### src/rtl/core/ffpra_pkg.sv
// Shared constants, codes and types of the first-fit page run allocator.
package ffpra_pkg;

   localparam int PAGES      = 1024;
   localparam int PAGE_BYTES = 4096;
   localparam int RECORDS    = 1024;

   localparam int PAGE_W     = $clog2(PAGES);
   localparam int REC_W      = $clog2(RECORDS);
   localparam int LEN_W      = PAGE_W + 1;
   localparam int PAGE_SHIFT = $clog2(PAGE_BYTES);
   localparam int CLR_N      = (PAGES > RECORDS) ? PAGES : RECORDS;
   localparam int SCAN_W     = $clog2(CLR_N) + 1;

   localparam logic [1:0] CSR_AREA_BASE   = 2'd0;
   localparam logic [1:0] CSR_AREA_PAGES  = 2'd1;
   localparam logic [1:0] CSR_BLOCK_LIMIT = 2'd2;
   localparam logic [1:0] CSR_MAX_REQUEST = 2'd3;

   localparam logic OP_ALLOCATE = 1'b0;
   localparam logic OP_FREE     = 1'b1;

   typedef enum logic [2:0] {
      ST_OK      = 3'd0,
      ST_NO_RUN  = 3'd1,
      ST_BAD     = 3'd2,
      ST_BLOCK   = 3'd3,
      ST_UNKNOWN = 3'd4
   } status_type;

   typedef enum logic [1:0] {
      SCAN_PAGE_FREE = 2'd0,
      SCAN_REC_EMPTY = 2'd1,
      SCAN_REC_MATCH = 2'd2
   } scan_mode_type;

   typedef struct packed {
      logic                valid;
      logic [PAGE_W-1:0]   start_page;
      logic [LEN_W-1:0]    length;
   } rec_type;

   typedef struct packed {
      logic          clear;
      logic          latch_req;
      logic          scan_start;
      logic          scan_run;
      scan_mode_type scan_mode;
      logic          mark_start;
      logic          mark_step;
      logic          rec_write;
      logic          rsp_load;
      status_type    rsp_status;
      logic          rsp_with_addr;
   } cmd_type;

   typedef struct packed {
      logic clr_done;
      logic op;
      logic bad_size;
      logic block_size;
      logic hit;
      logic scan_end;
      logic mark_last;
      logic rsp_busy;
   } sts_type;

endpackage

### src/rtl/core/ffpra_ctrl.sv
// Controller: sequences clear, checks, scans, marking and the response.
module ffpra_ctrl (
   input  logic               clock,
   input  logic               reset,
   input  logic               req_valid,
   output logic               req_ready,
   input  ffpra_pkg::sts_type sts,
   output ffpra_pkg::cmd_type cmd
);
   import ffpra_pkg::*;

   typedef enum logic [3:0] {
      S_CLEAR, S_IDLE, S_CHECK, S_PSCAN, S_RSCAN, S_FSCAN, S_MARK, S_RECWR, S_FINISH
   } state_type;

   state_type  state_ff, state_in;
   status_type code_ff, code_in;
   logic       with_addr_ff, with_addr_in;

   always_comb begin
      state_in     = state_ff;
      code_in      = code_ff;
      with_addr_in = with_addr_ff;
      cmd          = '0;
      req_ready    = 1'b0;

      unique case (state_ff)
         S_CLEAR: begin
            cmd.clear = 1'b1;
            if (sts.clr_done) state_in = S_IDLE;
         end
         S_IDLE: begin
            req_ready     = 1'b1;
            cmd.latch_req = req_valid;
            with_addr_in  = 1'b0;
            if (req_valid) state_in = S_CHECK;
         end
         S_CHECK: begin
            if (sts.op == OP_FREE) begin
               cmd.scan_start = 1'b1;
               state_in       = S_FSCAN;
            end else if (sts.bad_size) begin
               code_in  = ST_BAD;
               state_in = S_FINISH;
            end else if (sts.block_size) begin
               code_in  = ST_BLOCK;
               state_in = S_FINISH;
            end else begin
               cmd.scan_start = 1'b1;
               state_in       = S_PSCAN;
            end
         end
         S_PSCAN: begin
            cmd.scan_run  = 1'b1;
            cmd.scan_mode = SCAN_PAGE_FREE;
            if (sts.hit) begin
               // restart the counter for the record table
               cmd.scan_start = 1'b1;
               state_in       = S_RSCAN;
            end else if (sts.scan_end) begin
               code_in  = ST_NO_RUN;
               state_in = S_FINISH;
            end
         end
         S_RSCAN: begin
            cmd.scan_run  = 1'b1;
            cmd.scan_mode = SCAN_REC_EMPTY;
            if (sts.hit) begin
               cmd.mark_start = 1'b1;
               state_in       = S_MARK;
            end else if (sts.scan_end) begin
               code_in  = ST_NO_RUN;
               state_in = S_FINISH;
            end
         end
         S_FSCAN: begin
            cmd.scan_run  = 1'b1;
            cmd.scan_mode = SCAN_REC_MATCH;
            if (sts.hit) begin
               cmd.mark_start = 1'b1;
               state_in       = S_MARK;
            end else if (sts.scan_end) begin
               code_in  = ST_UNKNOWN;
               state_in = S_FINISH;
            end
         end
         S_MARK: begin
            cmd.mark_step = 1'b1;
            if (sts.mark_last) state_in = S_RECWR;
         end
         S_RECWR: begin
            cmd.rec_write = 1'b1;
            code_in       = ST_OK;
            with_addr_in  = (sts.op == OP_ALLOCATE);
            state_in      = S_FINISH;
         end
         S_FINISH: begin
            // hold until the output register is free
            if (!sts.rsp_busy) begin
               cmd.rsp_load      = 1'b1;
               cmd.rsp_status    = code_ff;
               cmd.rsp_with_addr = with_addr_ff;
               state_in          = S_IDLE;
            end
         end
         default: state_in = S_CLEAR;
      endcase
   end

   always_ff @(posedge clock) begin
      if (reset) begin
         state_ff     <= S_CLEAR;
         code_ff      <= ST_OK;
         with_addr_ff <= 1'b0;
      end else begin
         state_ff     <= state_in;
         code_ff      <= code_in;
         with_addr_ff <= with_addr_in;
      end
   end
endmodule

### config.mk
export PLATFORM = sky130hd
export DESIGN_NAME = ffpra_ctrl
export DESIGN_NICKNAME = d
export VERILOG_FILES = /design/src/rtl/core/ffpra_pkg.sv /design/src/rtl/core/ffpra_ctrl.sv
export SDC_FILE = /design/constraint.sdc
export NUM_CORES = 1
export LEC_CHECK = 0
export ABC_AREA = 1
export BUFFER_PORTS_ARGS = -buffer_cell sky130_fd_sc_hd__buf_2
export CAP_MARGIN = 15
export CORE_MARGIN = 4
export CORE_UTILIZATION = 49
export CTS_BUF_LIST = sky130_fd_sc_hd__clkbuf_8
export CTS_CLUSTER_SIZE = 25
export DETAILED_ROUTE_END_ITERATION = 8
export GPL_ROUTABILITY_DRIVEN = 0
export PLACE_DENSITY = 0.8
export RECOVER_POWER = 50
export SETUP_SLACK_MARGIN = 0.3
export SLEW_MARGIN = 20
export SYNTH_ARGS = -nofsm -noshare
export SYNTH_HDL_FRONTEND = slang
export SYNTH_SLANG_ARGS = --single-unit
### constraint.sdc
create_clock -name clock -period 1.4 [get_ports clock]
set_clock_uncertainty 0.05 [all_clocks]
set_input_delay 0.21 -clock clock [delete_from_list [all_inputs] [get_ports clock]]
set_output_delay 0.21 -clock clock [all_outputs]
set_load 0.01 [all_outputs]
==> results of run 1 <==
==> cell families after synthesis <==
kind of cell / share of synthesized area [%]
buffers and inverters: 16.0
AOI/OAI and AO/OA: 14.0
and+or+nand+nor: 46.3
DFF: 23.6
==> Yosys cell counts (all sizes together) <==
cell / n
nand4: 3
nand2: 26
a211oi: 1
nor2: 26
a21oi: 11
o21ai: 2
inv: 24
o211ai: 1
dfxtp: 8
nand3: 7
buf: 3
==> what timing repair did <==
action,CTS
gates resized for setup,34
hold endpoints to repair,0
pin swaps,17
endpoints found under the setup margin,23
setup buffers,15
==> stage by stage <==
step	utilization, %	TNS, ps
2_1_floorplan	-	0
3_3_place_gp	68.1	0
3_5_place_dp	68.1	0
4_1_cts	90.1	-1420
==> results by group, run 1 <==
Outcome
  • Status: stopped before the end
  • Stage reached: 5_1_grt
  • Error: [ERROR DPL-0038] Utilization greater than 100%, impossible to legalize

Clock tree
  • CTS H-tree depth: 1
  • Cts hold-fix bufs: 0
  • Deepest clock path buffer count: 2
  • # clock sinks: 8
  • CTS buffer count: 3
  • Clk root buf: clkbuf_8

Yosys
  • Mapped Area: 678 sq um
  • Yosys top cell area share: 23.6%
  • Synth cell types: 20
  • Largest cells by area after synthesis: dfxtp_1, nor2_1, nand2_1
  • Synth Register Bits: 8
  • Synthesized instance count: 112
  • Leading area contributor after synthesis: dfxtp_1
  • Syn Nets: 123
  • Syn Area/Cell: 6.05 sq um
  • Synth warn: 0
  • Sequential area share after synthesis: 23.6%

Place
  • IO Port Bufs: 25
  • Final HPWL DP: 1510 um
  • Area of placed instances: 886 sq um
  • Placed cells: 151
  • Pre-CTS setup slack: 30.7 ps

Timing
  • GRT worst endpoint: cmd[0]
  • Worst EP Category: top-level output

Floorplanning
  • Row count: 13
  • Die Ht: 45.2 um
  • I/O pins: 26
  • DIE WIDTH: 45.2 um
  • Initial core utilization: 52.1%

GRT
  • Pin count of the biggest net entering global routing: 9
==> run 2, diff against run 1 <==
- CORE_AREA: unset -> 4 4 65 67
- CORE_MARGIN: 4 -> unset
- CORE_UTILIZATION: 49 -> unset
- CTS_BUF_LIST: sky130_fd_sc_hd__clkbuf_8 -> unset
- CTS_CLUSTER_SIZE: 25 -> unset
- DIE_AREA: unset -> 0 0 69 71
- PLACE_DENSITY: 0.8 -> unset
- PLACE_DENSITY_LB_ADDON: unset -> 0.15
- SETUP_SLACK_MARGIN: 0.3 -> unset
==> results by group, run 2 <==
Flow run
  • Max cap viols: 0

Place
  • Pre-CTS setup slack: -43.4 ps
  • Area of placed instances: 915 sq um
  • Final HPWL DP: 1730 um
  • IO Port Bufs: 25

Cells and area
  • Number of nets in the layout: 176
  • ANT cells: 0
  • Fraction of layout instances using a drive strength above 1: 67.5%
  • Synth-to-Final Area Change: 94.7%
  • Largest registers: state_ff x4, code_ff x3, with_addr_ff x1
  • Layout Utilization: 36.3%
  • Largest reg by FF count: state_ff
  • Commonest non-fill, non-tap cell in the layout: buf_2
  • Largest register FFs: 4
  • Commonest non-fill, non-tap cells in the layout: buf_2, buf_4, inv_1, buf_6, nand2_1
  • Final instance area: 0.00132 sq mm

Yosys
  • Main synth FF type: dfxtp_1
  • Largest cells by area after synthesis: dfxtp_1, nor2_1, nand2_1
  • Synth Register Bits: 8
  • Leading area contributor after synthesis: dfxtp_1
  • Number of flops mapped to enable cells by yosys: 0
  • Syn Nets: 123
  • Commonest cells post-synth: nor2_1, nand2_1, inv_1, a21oi_1, dfxtp_1
  • Synthesized instance count: 112
  • Syn Area/Cell: 6.05 sq um
  • Synth warn: 0
  • Synth cell types: 20
  • Sequential area share after synthesis: 23.6%
  • Mapped Area: 678 sq um
  • Ys async rst share: 0%
  • Cell with the most instances after synthesis: nor2_1
  • Yosys top cell area share: 23.6%

Critical path
  • Most frequent CP cell: nor2_4
  • Critical R2R Launch: state_ff[0]
  • Critical path's slowest cell: dfxtp_4
  • FF-to-FF path depth: 10
  • Setup CP Type: reg -> out
  • Crit Path Max Fanout: 3
  • CP max stage delay: 340 ps
  • Flop-to-flop setup slack: -120 ps
  • Worst path top cell family by delay: buffers and inverters
  • Startpoint Class: flip-flop
  • Worst reg2reg endpoint: code_ff[0]
  • Worst EP arrival: 1330 ps
  • Crit path buffers/inverters: 4
  • Worst-path cell chain: buf_4 > buf_6 > nor2_4 > nand2_2 > nor2_4 > inv_2 > o21ai_0 > buf_2
  • WP data required: 1140 ps
  • Crit end category: output port

Timing
  • RSZ-0062 raised after global routing: true
  • Final setup fails: 19
  • Final WS setup: -192 ps
  • Clock period minus worst slack: 1590 ps
  • Slew headroom: 84.5%
  • Final Hold Vio Count: 0
  • Tcrit/Tclk final: 114%
  • Max Clk Rate: 0.628 GHz
  • Slew Limit Fails: 0
  • Slew @ Worst Pin: 232 ps

GRT
  • Vias in the first global route: 855
  • Pin count of the biggest net entering global routing: 9
  • Total gr overflow: 0
  • GR Util All Layers: 9.43%
  • First-pass GRT wire length: 3800 um
  • Antenna violations before repair: 0

Routing
  • Routed length per placed instance: 11.4 um
  • Post-route DRC: 0
  • Iteration-0 DRC Markers: 25
  • Detailed-route via count: 868
  • Drt pass-1 iters: 4
  • Final WL: 2400 um
  • Routed Antenna Nets: 0
  • Via-per-instance ratio: 4.11

Clock tree
  • CTS tree: built
  • # clock sinks: 8
  • CTS buffer count: 3
  • CTS H-tree depth: 1
  • Clk_lat worst skew: 220 ps
  • Clk root buf: clkbuf_8
  • Worst-path clk slew: 40 ps
  • Cts hold-fix bufs: 0
  • Deepest clock path buffer count: 2

Min path
  • HP Class: in -> reg
  • Hold-critical path depth: 2
  • Hold Startpoint: sts[6]
  • Hold path endpoint: with_addr_ff

Floorplanning
  • Initial core utilization: 18.7%
  • Die area: 0.00490 sq mm
  • DIE WIDTH: 69 um
  • Core area: 0.00363 sq mm
  • Row count: 22
  • I/O pins: 26
  • Die Ht: 71 um

Outcome
  • Violated checks: negative setup slack
  • Status: finished, violations left

Power
  • LEAKAGE: 0.614 nW
  • PD cells: 1530 mW/mm^2
  • VDD IR max: 0.508 mV
  • Overall power: 2.02 mW
## run 2: cells by family after synthesis
| family | count (synthesis) | synth area share [%] |
|---|---|---|
| and+or+nand+nor | 62 | 46.3 |
| DFF | 8 | 23.6 |
| AOI/OAI and AO/OA | 15 | 14.0 |
| buffers and inverters | 27 | 16.0 |
## run 2: how the worst max path moves through the flow
stage,slack (ps),end,cells after the start,startpoint
detailed placement,-40,state_ff[0],9,state_ff[0]
finish,-190,cmd[11],8,state_ff[0]
CTS,-150,cmd[0],8,state_ff[1]
floorplan,30,cmd[0],8,state_ff[0]
global route,-280,cmd[2],8,state_ff[0]
global placement,-80,state_ff[0],9,state_ff[0]
## run 2: per-stage QoR
stage,setup TNS [ps],std cells,hold slack (ps)
2_1_floorplan,0,112,256
3_3_place_gp,-79.0,189,406
3_5_place_dp,-47.4,189,410
4_1_cts,-872,202,174
5_1_grt,-3450,211,177
6_report,-1980,211,188
## run 2: worst register-to-register path, stage by stage, from the launching register on
cell and delay, ps:
dfxtp_4 340, buf_4 140, buf_6 120, nand2_2 120
inv_4 50, nand2_4 70, nand2_4 70, a21oi_4 190
nand2_4 100, nor2_2 120, nor2_2 40
## run 2: power by group
part | total [mW] | switching (mW) | internal (mW)
sequential | 0.343 | 0.0512 | 0.291
combinational | 1.40 | 0.745 | 0.658
clock | 0.272 | 0.0864 | 0.186
total | 2.02 | 0.882 | 1.14
## run 2: per-layer routing
metal,GRT usage [%],routed length (um),up-vias
met5,0,0,-
met4,4.56,77,0
met3,1.85,97,8
met2,15.4,1120,24
met1,11.9,1110,387
li1,-,-,449
## run 2: cell type report
class | count | area, sq um
timing repair buffer | 51 | 388
tap | 48 | 60.1
inverter | 24 | 105
fill | 399 | 2310
clock buffer | 3 | 41.3
multi-input combinational | 77 | 553
sequential | 8 | 173
## run 2: repair_timing
action / 4_1_cts / 5_1_grt
pin swaps: 7 / 17
resized for setup: 26 / 40
endpoints found under the setup margin: 17 / 20
buffers inserted: 10 / 10
cloned: 0 / 0
Power figures use the tool's default switching activity.
